### config.mk
export PLATFORM = sky130hd
export DESIGN_NAME = rvp_sqrt_cell
export DESIGN_NICKNAME = d
export VERILOG_FILES = /design/src/rtl/rvp_pkg.sv /design/src/rtl/rvp_sqrt_cell.sv
export SDC_FILE = /design/constraint.sdc
export NUM_CORES = 1
export LEC_CHECK = 0
export BUFFER_PORTS_ARGS = -buffer_cell sky130_fd_sc_hd__buf_2
export CORE_MARGIN = 2
export CORE_UTILIZATION = 35
export CTS_CLUSTER_DIAMETER = 30
export DETAILED_ROUTE_END_ITERATION = 12
export PLACE_DENSITY = 0.56
export SETUP_SLACK_MARGIN = 0.4
export SLEW_MARGIN = 15
export SYNTH_ARGS = -nofsm -noshare
export SYNTH_HDL_FRONTEND = slang
export SYNTH_SLANG_ARGS = --single-unit
export TNS_END_PERCENT = 50
### constraint.sdc
create_clock -name clk -period 0.8 [get_ports clk]
set_input_delay 0 -clock clk [delete_from_list [all_inputs] [get_ports clk]]
set_output_delay 0 -clock clk [all_outputs]
set_load 0.005 [all_outputs]
### src/rtl/rvp_pkg.sv
// package: payload types, register indexes and fixed widths for the radial vignette block
package rvp_pkg;

    localparam int CFG_IDX_W = 1;
    localparam logic [CFG_IDX_W-1:0] REG_IMAGE_WIDTH  = 1'd0;
    localparam logic [CFG_IDX_W-1:0] REG_IMAGE_HEIGHT = 1'd1;

    localparam int DIM_W   = 13;
    localparam int QUO_W   = 32;
    localparam int ROOT_W  = 17;
    localparam logic [ROOT_W-1:0] ONE_Q16 = 17'h10000;

    typedef struct packed {
        logic [7:0]  in_red;
        logic [7:0]  in_green;
        logic [7:0]  in_blue;
        logic [11:0] pixel_row;
        logic [11:0] pixel_column;
    } pix_in_t;

    typedef struct packed {
        logic [7:0] out_red;
        logic [7:0] out_green;
        logic [7:0] out_blue;
    } pix_out_t;

    typedef struct packed {
        logic [7:0] red;
        logic [7:0] green;
        logic [7:0] blue;
    } rgb_t;

endpackage

### src/rtl/rvp_sqrt_cell.sv
// one square root step: one result bit per cell, partial values handed to the next cell
module rvp_sqrt_cell #(
    parameter int STEP = 0
) (
    input  logic                      clk,
    input  logic                      rst_n,
    input  logic                      en,
    input  logic                      valid,
    input  logic [rvp_pkg::QUO_W-1:0] x,
    input  logic [rvp_pkg::QUO_W-1:0] res,
    input  logic                      sat,
    input  rvp_pkg::rgb_t             rgb,
    output logic                      valid_q,
    output logic [rvp_pkg::QUO_W-1:0] x_q,
    output logic [rvp_pkg::QUO_W-1:0] res_q,
    output logic                      sat_q,
    output rvp_pkg::rgb_t             rgb_q
);
    localparam logic [rvp_pkg::QUO_W-1:0] BIT = rvp_pkg::QUO_W'(1) << (30 - 2 * STEP);

    logic [rvp_pkg::QUO_W:0] trial;
    logic                    ge;

    assign trial = {1'b0, res} + {1'b0, BIT};
    assign ge    = {1'b0, x} >= trial;

    always_ff @(posedge clk or negedge rst_n)
    begin
        if (!rst_n)
        begin
            valid_q <= 1'b0;
        end
        else if (en)
        begin
            valid_q <= valid;
        end
    end

    always_ff @(posedge clk)
    begin
        if (en)
        begin
            x_q   <= ge ? rvp_pkg::QUO_W'({1'b0, x} - trial) : x;
            res_q <= ge ? (res >> 1) + BIT : res >> 1;
            sat_q <= sat;
            rgb_q <= rgb;
        end
    end
endmodule

==> flow_summary_export.csv <==
group,metric,value,unit
critical_path,cpMaxStageDelayCell,"mux2_4",
finish,layout-drive-gt1-share,0.567,
route,dr.pass1.iters,4,
critical_path,path_cells,"buf_6 -> inv_4 -> ha_4 -> buf_4 -> buf_4 -> nor2b_4 -> o21bai_4 -> a21oi_4 -> o21ai_2 -> a211oi_4 -> o21ai_4 -> o21ai_4 -> buf_6 -> clkbuf_16 -> mux2_4",
clock_tree,cts_sinks,90,
sta,maxSlewHeadroom,0.705,
critical_path,cpPeakStageDelay,0.30,ns
sta,fin_crit,2.10,ns
floorplan,initial_core_util,0.359,
yosys,ys_types,51,
yosys,synth_area_leaders,"edfxtp_1 (51%), mux2_4 (8.3%), ha_1 (7.9%)",
route,drt_iter0_markers,208,
clock_tree,cts_root_buf,"clkbuf_16",
critical_path,path_buf_inv,6,
sta,tightest_slew,0.437,ns
finish,area_growth,57.1,%
run_status,status,"complete, but fails checks",
critical_path,path_max_fanout,4,
finish,final_nets,875,
finish,fillerInstances,1305,
floorplan,dieArea,15900,µm²
route,highest_layer,"met4",
route,ant_nets,0,
yosys,netlist_instances,418,
route,route.met2.wl,6950,µm
route,vias,4497,
route,routed_via_density,4.80,
critical_path,cp.arrival,2.20,ns
critical_path,cp_top_family,"compound AO/OA/AOI/OAI gates",
clock_tree,clkLatencyLatePin,0.34,ns
finish,post-route-util,0.564,
sta,hold_viol,72,
floorplan,die_w,126,µm
yosys,synth_top_cell_by_area,"edfxtp_1",
clock_tree,clk_pin_slew_worst_paths,0.07,ns
clock_tree,cts_tree,"built",
route,drcViolationCount,0,
global_routing,grt_pass1_vias,4558,
yosys,ys.flop_type,"edfxtp_1",
yosys,syn_avg_cell_area,12.5,µm²
global_routing,grt_overflow,0,
sta,fin_ws,-1.30,ns
run_status,violations,"hold timing, setup timing",
power_and_ir_drop,p_per_area,1800,nW/µm²
worst_hold_path,hold_path.class,"in -> reg",
yosys,synth-warning-count,0,
floorplan,die_h,126,µm
yosys,async_reset_ff_frac,0.0111,
global_routing,track_usage,0.173,
yosys,synth_nets,545,
yosys,synth_edf_count,89,
route,wl_per_cell,15.2,µm
sta,finalClockSkew,0,ns
global_routing,antenna_found_initial,0,
finish,antenna_cells,0,
sta,finalSetupViolCount,124,
global_routing,grt_pass1_wl,22000,µm
global_routing,grt_max_degree,40,
yosys,synth_top_area_frac,0.512,
clock_tree,cts_buffers,9,
floorplan,core-area,14500,µm²
yosys,synth-seq-cells,90,
power_and_ir_drop,p_leak,3.84,nW
clock_tree,hold_buffers,1,
yosys,mappedNetlistArea,5220,µm²
clock_tree,htreeDepth,3,
floorplan,pin_count,183,
critical_path,cp.required,0.89,ns
route,wl,14300,µm
yosys,ys_seq_area_frac,0.517,
finish,final_cell_mix,"buf_2 (176), buf_4 (132), edfxtp_1 (89)",
critical_path,crit_type,"in -> reg",
critical_path,startpoint_type,"primary input",
floorplan,rows,44,
finish,layout_commonest_cell,"buf_2",
sta,report.final.slew_viol_count,0,
route,dr_wl_met3,790,µm
flow_run,drv_cap,0,
critical_path,end_kind,"flop",
placement,gp_congestion,0.819,
sta,min_period_over_period,2.63,
route,wirelength_met1,6370,µm
placement,numPortBuffers,182,
power_and_ir_drop,ir_worst_vdd,0.832,mV
sta,timing.fmax,476,MHz
sta,rsz0062_at_grt,"yes",
sta,whs,-0.172,ns
sta,tns,-45.23,ns
placement,dp_hpwl,10700,µm
clock_tree,clk_path_buf_depth,2,
## registers in the layout, indices dropped and copies added (netlist names)
register,flops
res_q,32
x_q,32
rgb_q,24
sat_q,1
valid_q,1
## metal layers
metal | up-vias | global-route usage
met3 | 9 | 0.0382
met5 | - | 0
li1 | 2235 | -
met1 | 2121 | 0.221
met4 | 0 | 0.0491
met2 | 132 | 0.297
## area by class of cell
class | count | area, µm² | share of cell area
Timing Repair Buffer | 327 | 2190 | 0.267
Sequential cell | 90 | 2700 | 0.329
Tap cell | 184 | 230 | 0.0281
Clock buffer | 9 | 225 | 0.0275
Multi-Input combinational cell | 282 | 2630 | 0.320
Clock inverter | 7 | 67.6 | 0.00824
Inverter | 38 | 160 | 0.0195
## synth_stat cells (2+ instances only)
cell	n
edfxtp_1	89
inv_1	38
ha_1	33
mux2_4	29
a21o_1	27
a21oi_1	25
nand2_1	16
nor2_1	16
xnor2_1	16
o21ai_0	10
xor2_1	9
nor2b_1	8
nand3_1	7
nor3_1	7
o21a_1	7
o31ai_1	7
nand4_1	6
and2_1	5
a211oi_1	4
clkbuf_1	4
o211ai_1	4
a211o_1	3
and3_1	3
buf_6	3
mux2i_1	3
o21ai_2	3
o21bai_1	3
or2_2	3
a21oi_2	2
a311oi_1	2
and4_1	2
nand2b_1	2
nand3b_1	2
nor4_1	2
o22ai_1	2
## what timing repair did
| action | 4_1_cts | 5_1_grt |
|---|---|---|
| setup buffers | 12 | 6 |
| setup endpoints to repair | 191 | 125 |
| gates cloned | 3 | 1 |
| gates resized for setup | 39 | 32 |
| pin swaps | 24 | 17 |
| endpoints found under the hold margin | 75 | 72 |
## cell families (layout without fill, tap and decap cells)
logic type,count (synthesis),in the layout,synth area share
compound gates,109,109,0.149
xor+xnor,25,25,0.0420
fa+ha+maj,34,34,0.0830
buf+inv,46,381,0.0376
flops,90,90,0.517
mux,33,33,0.0913
simple gates,81,81,0.0801
## per-stage QoR
stage / instance area [µm²] / std cells / setup WS [ns] / hold WS, ns / power, mW
6_report: 8200 / 937 / -1.30 / -0.172 / 14.7
5_1_grt: 8200 / 937 / -1.40 / -0.184 / 15.5
4_1_cts: 7980 / 930 / -1.31 / -0.187 / 14.7
3_5_place_dp: 7330 / 898 / -1.78 / -0.221 / 9.99
3_3_place_gp: 7330 / 898 / -1.76 / -0.226 / 9.95
2_1_floorplan: 5280 / 418 / -1.48 / -0.296 / 8.05
## path summary, 6_finish.rpt
check	end	slack, ns	cells after the start	start
max in group asynchronous	valid_q	0.76	2	rst_n
worst max-delay path	x_q[20]	-1.30	15	x[0]
worst min register to register	valid_q	0.52	1	valid_q
worst max register to register	valid_q	0.05	1	valid_q
min in group asynchronous	valid_q	-0.05	2	rst_n
worst min-delay path	rgb_q[12]	-0.17	1	rgb[12]
## power breakdown
group / switching (mW) / internal [mW] / total [mW]
clock network: 1.84 / 2.42 / 4.25
registers: 0.115 / 5.77 / 5.88
logic: 1.99 / 2.62 / 4.61
total: 3.94 / 10.8 / 14.7
Note: power is estimated with default switching activity, not from simulation.
