<file path="config.mk">
export PLATFORM = sky130hd
export DESIGN_NAME = rvp_div_cell
export DESIGN_NICKNAME = d
export VERILOG_FILES = /design/src/rtl/rvp_pkg.sv /design/src/rtl/rvp_div_cell.sv
export SDC_FILE = /design/constraint.sdc
export NUM_CORES = 1
export LEC_CHECK = 0
export ABC_CLOCK_PERIOD_IN_PS = 800
export BUFFER_PORTS_ARGS = -buffer_cell sky130_fd_sc_hd__buf_2
export CORE_MARGIN = 3
export CORE_UTILIZATION = 44
export CTS_BUF_LIST = sky130_fd_sc_hd__clkbuf_8
export DETAILED_ROUTE_END_ITERATION = 10
export PLACE_DENSITY = 0.78
export SYNTH_ARGS = -nofsm -noshare
export SYNTH_HDL_FRONTEND = slang
export SYNTH_SLANG_ARGS = --single-unit
</file>
<file path="constraint.sdc">
create_clock -name clk -period 0.8 [get_ports clk]
set_clock_uncertainty 0.05 [all_clocks]
set_input_delay 0.08 -clock clk [delete_from_list [all_inputs] [get_ports clk]]
set_output_delay 0.08 -clock clk [all_outputs]
set_load 0.01 [all_outputs]
</file>
<file path="src/rtl/rvp_pkg.sv">
// package: payload types, register indexes and fixed widths for the radial vignette block
package rvp_pkg;

    localparam int CFG_IDX_W = 1;
    localparam logic [CFG_IDX_W-1:0] REG_IMAGE_WIDTH  = 1'd0;
    localparam logic [CFG_IDX_W-1:0] REG_IMAGE_HEIGHT = 1'd1;

    localparam int DIM_W   = 13;
    localparam int QUO_W   = 32;
    localparam int ROOT_W  = 17;
    localparam logic [ROOT_W-1:0] ONE_Q16 = 17'h10000;

    typedef struct packed {
        logic [7:0]  in_red;
        logic [7:0]  in_green;
        logic [7:0]  in_blue;
        logic [11:0] pixel_row;
        logic [11:0] pixel_column;
    } pix_in_t;

    typedef struct packed {
        logic [7:0] out_red;
        logic [7:0] out_green;
        logic [7:0] out_blue;
    } pix_out_t;

    typedef struct packed {
        logic [7:0] red;
        logic [7:0] green;
        logic [7:0] blue;
    } rgb_t;

endpackage

</file>
<file path="src/rtl/rvp_div_cell.sv">
// one restoring division step: rem and quotient move on to the next cell each cycle that en is high
module rvp_div_cell #(
    parameter int REM_W = 27
) (
    input  logic                      clk,
    input  logic                      rst_n,
    input  logic                      en,
    input  logic                      valid,
    input  logic [REM_W-1:0]          rem,
    input  logic [REM_W-1:0]          divisor,
    input  logic [rvp_pkg::QUO_W-1:0] quo,
    input  logic                      sat,
    input  rvp_pkg::rgb_t             rgb,
    output logic                      valid_q,
    output logic [REM_W-1:0]          rem_q,
    output logic [REM_W-1:0]          divisor_q,
    output logic [rvp_pkg::QUO_W-1:0] quo_q,
    output logic                      sat_q,
    output rvp_pkg::rgb_t             rgb_q
);
    logic [REM_W:0] sh;
    logic           ge;

    assign sh = {rem, 1'b0};
    assign ge = sh >= {1'b0, divisor};

    always_ff @(posedge clk or negedge rst_n)
    begin
        if (!rst_n)
        begin
            valid_q <= 1'b0;
        end
        else if (en)
        begin
            valid_q <= valid;
        end
    end

    always_ff @(posedge clk)
    begin
        if (en)
        begin
            rem_q     <= ge ? REM_W'(sh - {1'b0, divisor}) : REM_W'(sh);
            divisor_q <= divisor;
            quo_q     <= {quo[rvp_pkg::QUO_W-2:0], ge};
            sat_q     <= sat;
            rgb_q     <= rgb;
        end
    end
endmodule

</file>
==> flow_summary.json, run 1 <==
{
  "required_ps": 880,
  "fin_nets": 971,
  "via_count": 5604,
  "layout-drive-gt1-share_pct": 51.0,
  "ctsHoldBuffers": 102,
  "yosys-top-cells-area": "edfxtp_1 64%, ha_1 6.5%, nand2_1 2.9%, a21oi_1 2.8%, inv_1 2.5%",
  "root_buffer": "clkbuf_8",
  "hpwl_um": 11400,
  "dieArea_um2": 13100,
  "slowest_stage": "or3_1",
  "start_kind": "primary input",
  "routed_wl_um": 23200,
  "clkTransAtPathRegs_ps": 100,
  "cts_buffer_depth": 2,
  "hold_class": "primary input to flip-flop",
  "grt_first_pass_wirelength_um": 30700,
  "remaining_drc_errors": 0,
  "synth.distinct_cells": 54,
  "grt_max_degree": 32,
  "detail_route.wl_per_cell_um": 23.7,
  "clock.fmax_ghz": 0.450,
  "clk_latency_ps": 390,
  "pre_cts_ws_ps": -1710,
  "drv_cap": 0,
  "die_x_um": 115,
  "synth-main-ff-cell": "edfxtp_1",
  "syn_area_per_cell_um2": 13.0,
  "leakage_nw": 4.00,
  "antenna_left": 0,
  "finalWorstSetupSlack_ps": -1420,
  "critPathTopFamily": "compound AO/OA/AOI/OAI gates",
  "total_power_w": 0.0159,
  "drt_first_pass_iters": 5,
  "rsz0062_at_grt": "yes",
  "io_buffers": 225,
  "gp_congestion": 0.854,
  "relSlewSlack_pct": 73.3,
  "synth_top_area_cell": "edfxtp_1",
  "antenna_found_initial": 3,
  "overflow": 0,
  "arrival_ps": 2310,
  "cts_tree": "built",
  "syn_to_final_growth_pct": 75.1,
  "ys_warn_count": 0,
  "outcome": "finished with violations",
  "netlist_instances": 398,
  "ys_ff_latch": 112,
  "end_kind": "flip-flop",
  "htreeDepth": 3,
  "drt_iter0_markers": 672,
  "report.final.slew_viol_count": 0,
  "clock_sinks": 112,
  "path_class": "primary input to flip-flop",
  "vias_per_cell": 5.72,
  "post-route-period-util_pct": 278,
  "pwr_density_cell_nw_per_um2": 1750,
  "start_util_pct": 45.2,
  "die_y_um": 115,
  "std_cell_rows": 39,
  "finalCriticalPeriod_ps": 2220,
  "synth_top_area_share_pct": 64.3,
  "syn_nets": 541,
  "crit_fanout": 4,
  "track_usage_pct": 30.7,
  "synth_area_um2": 5190,
  "slowest_delay_ps": 460,
  "seq_area_frac_synth_pct": 64.7,
  "hold_viol_final": 2,
  "synth_edf_count": 111,
  "core_area_um2": 11500,
  "whs_ps": -52.4,
  "tightest_slew_ps": 401,
  "cts_made_buffers": 9,
  "crit_buf_inv": 3,
  "async_flop_share_pct": 0.893,
  "failed_checks": "negative hold slack, negative setup slack",
  "boundaryPins": 227,
  "ir_drop_mv": 1.57,
  "grt_pass1_vias": 5538,
  "path_cells": "buf_2, inv_1, ha_4, buf_4, a21oi_1, o21ai_0, or3_1, o21ai_2, xor2_1, o21ai_1",
  "finalSetupViolCount": 141,
  "finalSetupTns_ps": -65680
}
-- worst paths after layout --
| kind | startpoint | to | slack (ps) | cells past startpoint |
|---|---|---|---|---|
| max | divisor[16] | rem_q[17]$_DFFE_PP_ | -1420 | 10 |
| min | rem[0] | rem_q[1]$_DFFE_PP_ | -50 | 2 |
| max reg2reg | valid_q$_DFFE_PN0P_ | valid_q$_DFFE_PN0P_ | -110 | 2 |
| min reg2reg | valid_q$_DFFE_PN0P_ | valid_q$_DFFE_PN0P_ | 560 | 2 |
| max in group asynchronous | rst_n | valid_q$_DFFE_PN0P_ | 150 | 3 |
| min in group asynchronous | rst_n | valid_q$_DFFE_PN0P_ | 450 | 3 |
-- flip-flops by register name, indices dropped and copies added (netlist names) --
register,cells
quo_q,32
divisor_q,27
rem_q,27
rgb_q,24
sat_q,1
valid_q,1
-- metal layers --
| metal | vias to the layer above | part of all wire (%) | GRT usage, % |
|---|---|---|---|
| met3 | 146 | 10 | 6.61 |
| met5 | - | 0 | 0 |
| met1 | 2629 | 34 | 35.3 |
| li1 | 2352 | - | - |
| met2 | 477 | 49 | 54.3 |
| met4 | 0 | 6.7 | 14.5 |
-- placed cells by master, fill, tap and decap left out, drive strengths merged, types with 10 or more instances in the layout --
cell	instances
a21oi	29
buf	325
dlygate4sd3	101
edfxtp	111
ha	27
inv	39
nand2	41
nor2	14
o21ai	34
xor2	10
-- worst register-to-register path: stages (launching register included) --
cell and delay, ps:
dfrtp_1 390, buf_4 130, mux2_2 240
-- cell families (layout without fill, tap and decap cells) --
family	after synthesis	in the layout	synth area share, %
buf+inv	43	478	3.52
flops	112	112	64.7
compound gates	109	109	13.4
simple gates	86	86	7.81
other cells	0	3	0
xor+xnor	17	17	2.87
mux	3	3	0.796
fa+ha+maj	28	28	6.90
-- synthesized netlist by cell type (2+ instances only) --
cell type	count
a21o_1	3
and2_1	3
a21oi_1	29
nand2b_1	4
o21ai_0	21
o21ai_1	12
clkbuf_1	3
nand2_1	40
o31ai_1	5
nor2b_1	3
o221ai_1	2
ha_1	27
nand4_1	4
o21bai_1	6
xor2_1	10
nor2_1	14
edfxtp_1	111
inv_1	35
nor3_1	5
buf_6	2
nand3_1	2
o21a_1	4
or2_2	2
xnor2_1	7
o211ai_1	6
or3_1	2
a211oi_1	7
mux2_4	2
and3_1	2
-- power breakdown --
group	leakage (nW)	switching, W	total [W]	internal [W]
sequential	1.10	0.000220	0.00735	0.00713
combinational	2.80	0.00253	0.00491	0.00238
clock	0.108	0.00217	0.00364	0.00147
-- area by class of cell --
class	instances	area, um2
fillers	602	2390
clock buffers	9	124
well taps	143	179
inverters	35	154
diodes	3	7.51
repair buffers	427	3110
flip-flops and latches	112	3360
multi-input cells	243	2080
clock inverters	7	71.3
-- what timing repair did --
item                       4_1_cts  5_1_grt
buffers inserted                 4        6
pin swaps                       27       10
hold endpoints to repair       103        2
gates resized for setup         59       60
setup endpoints to repair      140      141
gates cloned                     1        0
-- metrics by stage --
step,instance area [um2],util [%],std cells
3_5_place_dp,7270,63.4,848
2_1_floorplan,5310,-,398
5_1_grt,9080,79.2,979
3_3_place_gp,7270,63.4,848
4_1_cts,8800,76.8,970
6_report,9080,79.2,979
Note: power is estimated with default switching activity, not from simulation.
==> run 2: changes to the inputs <==
--- a/config.mk
+++ b/config.mk
@@ -5,13 +5,14 @@
 export SDC_FILE = /design/constraint.sdc
 export NUM_CORES = 1
 export LEC_CHECK = 0
+export ABC_AREA = 1
 export ABC_CLOCK_PERIOD_IN_PS = 800
 export BUFFER_PORTS_ARGS = -buffer_cell sky130_fd_sc_hd__buf_2
 export CORE_MARGIN = 3
-export CORE_UTILIZATION = 44
+export CORE_UTILIZATION = 46
 export CTS_BUF_LIST = sky130_fd_sc_hd__clkbuf_8
 export DETAILED_ROUTE_END_ITERATION = 10
-export PLACE_DENSITY = 0.78
+export PLACE_DENSITY = 0.79
 export SYNTH_ARGS = -nofsm -noshare
 export SYNTH_HDL_FRONTEND = slang
 export SYNTH_SLANG_ARGS = --single-unit
==> flow_summary.json, run 2 <==
{
  "largest_register_ffs": 32,
  "r2r_slack_ps": -20,
  "hold_class": "primary input to flip-flop",
  "synth_area_um2": 5960,
  "ys_ff_latch": 112,
  "rsz0062_at_grt": "yes",
  "clk_latency_ps": 400,
  "grt_max_degree": 48,
  "yosys-top-cells-area": "edfxtp_1 56%, nand2_1 13%, inv_1 8.3%, ha_1 5.7%, nand3_1 2.5%",
  "clock.fmax_ghz": 0.609,
  "path_class": "primary input to flip-flop",
  "worst-r2r-cell-count": 1,
  "track_usage_pct": 28.7,
  "relSlewSlack_pct": 79.7,
  "cts_buffer_depth": 2,
  "async_flop_share_pct": 0.893,
  "fin_nets": 1201,
  "arrival_ps": 1760,
  "routed_wl_um": 23900,
  "syn_to_final_growth_pct": 67.4,
  "whs_ps": -3.80,
  "total_power_w": 0.0160,
  "required_ps": 920,
  "die_x_um": 120,
  "outcome": "finished with violations",
  "drt_first_pass_iters": 7,
  "post-route-period-util_pct": 205,
  "ys_warn_count": 0,
  "gp_congestion": 0.940,
  "report.final.slew_viol_count": 0,
  "cts_made_buffers": 9,
  "finalSetupTns_ps": -49560,
  "synth-main-ff-cell": "edfxtp_1",
  "root_buffer": "clkbuf_8",
  "synth.distinct_cells": 34,
  "grt_first_pass_wirelength_um": 32000,
  "finalWorstSetupSlack_ps": -841,
  "start_util_pct": 48.2,
  "synth_top_area_share_pct": 55.9,
  "synth_edf_count": 111,
  "clkTransAtPathRegs_ps": 110,
  "via_count": 6453,
  "layout_commonest_cell": "buf_2",
  "start_kind": "primary input",
  "die_y_um": 120,
  "tightest_slew_ps": 304,
  "end_kind": "flip-flop",
  "multiInputGateArea_um2": 2790,
  "grt_pass1_vias": 5975,
  "netlist_instances": 644,
  "antenna_found_initial": 3,
  "syn_area_per_cell_um2": 9.26,
  "finalSetupViolCount": 141,
  "yosys-top-cells-count": "214 x nand2_1, 132 x inv_1, 111 x edfxtp_1",
  "seq_area_frac_synth_pct": 56.3,
  "remaining_drc_errors": 0,
  "ir_drop_mv": 1.01,
  "drt_iter0_markers": 667,
  "finalCriticalPeriod_ps": 1640,
  "boundaryPins": 227,
  "core_area_um2": 12400,
  "synth_most_common_cell": "nand2_1",
  "fillers": 704,
  "dieArea_um2": 14400,
  "most-common-layout-cells": "211 x buf_2, 157 x nand2_1, 111 x edfxtp_1",
  "seq_area_um2": 3360,
  "reg_top3": "quo_q: 32 flops, divisor_q: 27 flops, rem_q: 27 flops",
  "syn_nets": 787,
  "r2r_start": "valid_q$_DFFE_PN0P_",
  "finalCoreUtilization_pct": 80.8,
  "min-delay-start": "rem[18]",
  "layout-drive-gt1-share_pct": 46.9,
  "hold_depth": 3,
  "failed_checks": "negative hold slack, negative setup slack",
  "vias_per_cell": 5.23,
  "holdPathEnd": "rem_q[19]$_DFFE_PP_",
  "io_buffers": 225,
  "hold_viol_final": 1,
  "antenna_left": 0,
  "htreeDepth": 3,
  "std_cell_rows": 40,
  "top_register": "quo_q",
  "synth_top_area_cell": "edfxtp_1",
  "drv_cap": 0,
  "pwr_density_cell_nw_per_um2": 1600,
  "cts_tree": "built",
  "crit_fanout": 3,
  "overflow": 0,
  "clock_sinks": 112,
  "hpwl_um": 13300,
  "leakage_nw": 4.89,
  "reg2reg_to": "valid_q$_DFFE_PN0P_",
  "detail_route.wl_per_cell_um": 19.4
}
[run 2: report_power, final]
group	total (W)	internal (W)	switching (W)
sequential	0.00731	0.00712	0.000187
combinational	0.00525	0.00242	0.00283
clock	0.00341	0.00126	0.00215
[run 2: cells by family (layout without fill, tap and decap cells)]
logic type,count (synthesis),after routing,synth area share (%)
AO/OA/AOI/OAI,25,25,2.33
XOR/XNOR,14,14,2.06
adder cells (fa/ha/maj),28,28,6.00
buffers and inverters,142,561,9.29
flip-flops,112,112,56.3
multiplexers,1,1,0.189
other,0,3,0
AND/OR/NAND/NOR,322,322,23.8
[run 2: metrics by stage]
step | cells | setup slack, ps | area, um2
detailed placement | 1116 | -1150 | 8080
global route | 1234 | -869 | 9980
global placement | 1116 | -1130 | 8080
floorplan | 644 | -961 | 6100
finish | 1234 | -841 | 9980
CTS | 1221 | -625 | 9420
[run 2: worst max-delay path by stage]
stage,start,end,slack (ps),cells past startpoint
CTS,rem[3],rem_q[14]$_DFFE_PP_,-620,12
global placement,rem[2],rem_q[9]$_DFFE_PP_,-1130,12
global route,divisor[14],rem_q[15]$_DFFE_PP_,-870,12
floorplan,divisor[0],rem_q[11]$_DFFE_PP_,-960,12
detailed placement,divisor[3],rem_q[9]$_DFFE_PP_,-1150,13
finish,divisor[14],rem_q[15]$_DFFE_PP_,-840,12
[run 2: layout make-up]
type                    instances  area share, %
well taps                     168           2.11
repair buffers                410           29.2
flip-flops and latches        112           33.6
clock inverters                 6          0.476
multi-input cells             390           28.0
inverters                     135           5.15
clock buffers                  10           1.38
diodes                          3         0.0752
[run 2: what timing repair did]
item,CTS,global route
setup buffers,1,7
endpoints found under the setup margin,140,142
cloned,0,3
pin swaps,2,32
hold endpoints to repair,88,1
hold buffers,88,1
gates resized for setup,56,135
[run 2: critical path, stage by stage]
cell	delay [ps]
buf_2	120
inv_2	80
ha_4	220
buf_4	150
nand2_2	140
inv_1	100
a21oi_1	290
nand2_1	130
a21oi_1	210
xor2_1	120
nand2_2	70
nand2_1	50
[run 2: per-layer routing]
layer	share of wire, %	track usage, %
met5	0	1.10
met2	51	51.1
met3	9.3	7.54
met4	3.9	9.66
met1	36	33.6
==> run 3: changes to the inputs <==
--- a/config.mk
+++ b/config.mk
@@ -9,10 +9,10 @@
 export ABC_CLOCK_PERIOD_IN_PS = 800
 export BUFFER_PORTS_ARGS = -buffer_cell sky130_fd_sc_hd__buf_2
 export CORE_MARGIN = 3
-export CORE_UTILIZATION = 46
-export CTS_BUF_LIST = sky130_fd_sc_hd__clkbuf_8
+export CORE_UTILIZATION = 45
+export CTS_BUF_LIST = sky130_fd_sc_hd__clkbuf_16
 export DETAILED_ROUTE_END_ITERATION = 10
-export PLACE_DENSITY = 0.79
+export PLACE_DENSITY = 0.77
 export SYNTH_ARGS = -nofsm -noshare
 export SYNTH_HDL_FRONTEND = slang
 export SYNTH_SLANG_ARGS = --single-unit
==> flow_summary.json, run 3 (synthesized netlist as in run 2, its figures left out) <==
{
  "outcome": "finished with violations",
  "failed_checks": "negative setup slack",
  "required_ps": 850,
  "routed_wl_um": 21700,
  "pwr_density_cell_nw_per_um2": 1710,
  "finalWorstSetupSlack_ps": -758,
  "die_x_um": 121,
  "hold_depth": 3,
  "drt_iter0_markers": 450,
  "overflow": 0,
  "fin_nets": 1199,
  "place_area_um2": 8090,
  "grt_first_pass_wirelength_um": 29700,
  "total_power_w": 0.0174,
  "grt_max_degree": 39,
  "cts_tree": "built",
  "finalSetupViolCount": 142,
  "relSlewSlack_pct": 82.4,
  "drv_cap": 0,
  "crit_fanout": 17,
  "finalSetupTns_ps": -42600,
  "core_area_um2": 12800,
  "cts_made_buffers": 9,
  "post-route-period-util_pct": 195,
  "reg_top3": "quo_q: 32 flops, divisor_q: 27 flops, rem_q: 27 flops",
  "clock.fmax_ghz": 0.642,
  "vias_per_cell": 4.95,
  "r2r_start": "valid_q$_DFFE_PN0P_",
  "antenna_found_initial": 0,
  "most-common-layout-cells": "206 x buf_2, 162 x nand2_1, 111 x edfxtp_1",
  "boundaryPins": 227,
  "leakage_nw": 4.99,
  "hold_class": "primary input to flip-flop",
  "rsz0062_at_grt": "yes",
  "track_usage_pct": 26.3,
  "diodes": 0,
  "finalCriticalPeriod_ps": 1560,
  "antenna_left": 0,
  "clock_sinks": 112,
  "remaining_drc_errors": 0,
  "tightest_slew_ps": 264,
  "hold_viol_final": 0,
  "dieArea_um2": 14700,
  "end_kind": "flip-flop",
  "layout-drive-gt1-share_pct": 47.1,
  "syn_to_final_growth_pct": 70.9,
  "worst-r2r-cell-count": 1,
  "holdPathEnd": "rem_q[1]$_DFFE_PP_",
  "largest_register_ffs": 32,
  "detail_route.wl_per_cell_um": 17.6,
  "min-delay-start": "rem[0]",
  "path_class": "primary input to flip-flop",
  "placed_cells": 1116,
  "grt_pass1_vias": 5783,
  "arrival_ps": 1610,
  "start_kind": "primary input",
  "drt_first_pass_iters": 5,
  "clkTransAtPathRegs_ps": 70,
  "htreeDepth": 3,
  "start_util_pct": 46.7,
  "hpwl_um": 13400,
  "std_cell_rows": 41,
  "reg2reg_to": "valid_q$_DFFE_PN0P_",
  "report.final.slew_viol_count": 0,
  "clk_latency_ps": 350,
  "via_count": 6104,
  "cts_buffer_depth": 2,
  "r2r_slack_ps": -90,
  "stdcell_count": 1233,
  "layout_commonest_cell": "buf_2",
  "top_register": "quo_q",
  "ir_drop_mv": 0.972,
  "stdcell_area_um2": 10200,
  "root_buffer": "clkbuf_16",
  "gp_congestion": 1.03,
  "die_y_um": 121,
  "io_buffers": 225
}
## run 3: area by class of cell
class                   count  area [um2]
multi-input cells         390        2810
well taps                 172         215
clock buffers               9         225
inverters                 135         512
flip-flops and latches    112        3360
repair buffers            408        2970
fillers                   762        2580
clock inverters             7         103
## run 3: timing repair
item / in CTS / in global routing
resized for setup: 55 / 143
hold buffers: 85 / 1
gates cloned: 0 / 3
buffers inserted: 1 / 11
setup endpoints to repair: 140 / 142
pin swaps: 2 / 20
hold endpoints to repair: 86 / 1
## run 3: power by group
| group | internal [W] | leakage (nW) | total (W) | switching, W |
|---|---|---|---|---|
| sequential | 0.00712 | 1.10 | 0.00730 | 0.000176 |
| combinational | 0.00245 | 3.73 | 0.00514 | 0.00269 |
| clock | 0.00279 | 0.161 | 0.00500 | 0.00221 |
| total | 0.0124 | 4.99 | 0.0174 | 0.00508 |
## run 3: per-layer routing
layer  vias up  routed length [um]  GRT usage [%]
met1      2865                7980           30.9
met4         0                 734           10.4
li1       2888                   -              -
met5         -                   0              0
met2       294               11300           47.4
met3        57                1650           4.90
## run 3: worst max-delay path by stage
stage / from / to / slack (ps)
detailed placement: divisor[7] / rem_q[26]$_DFFE_PP_ / -1210
global route: divisor[9] / rem_q[8]$_DFFE_PP_ / -840
finish: divisor[9] / rem_q[8]$_DFFE_PP_ / -760
floorplan: divisor[0] / rem_q[11]$_DFFE_PP_ / -960
global placement: divisor[9] / rem_q[18]$_DFFE_PP_ / -1180
CTS: divisor[26] / rem_q[3]$_DFFE_PP_ / -650
## run 3: through the flow
stage	worst slack (ps)	util (%)	hold WS [ps]
finish	-758	79.8	24.3
CTS	-654	74.7	0.781
global placement	-1180	63.4	-195
floorplan	-961	-	-266
global route	-838	79.8	20.3
detailed placement	-1210	63.4	-192
## run 3: critical path, stage by stage
cell      delay (ps)
buf_2            100
inv_2             40
ha_4             250
nand2_1           60
nand2_1           70
nand2_1           80
nand2_1          100
nand3b_4         190
nand2_4          110
nand3_4          160
buf_12           210
nand2_1           70
o21ai_1           70
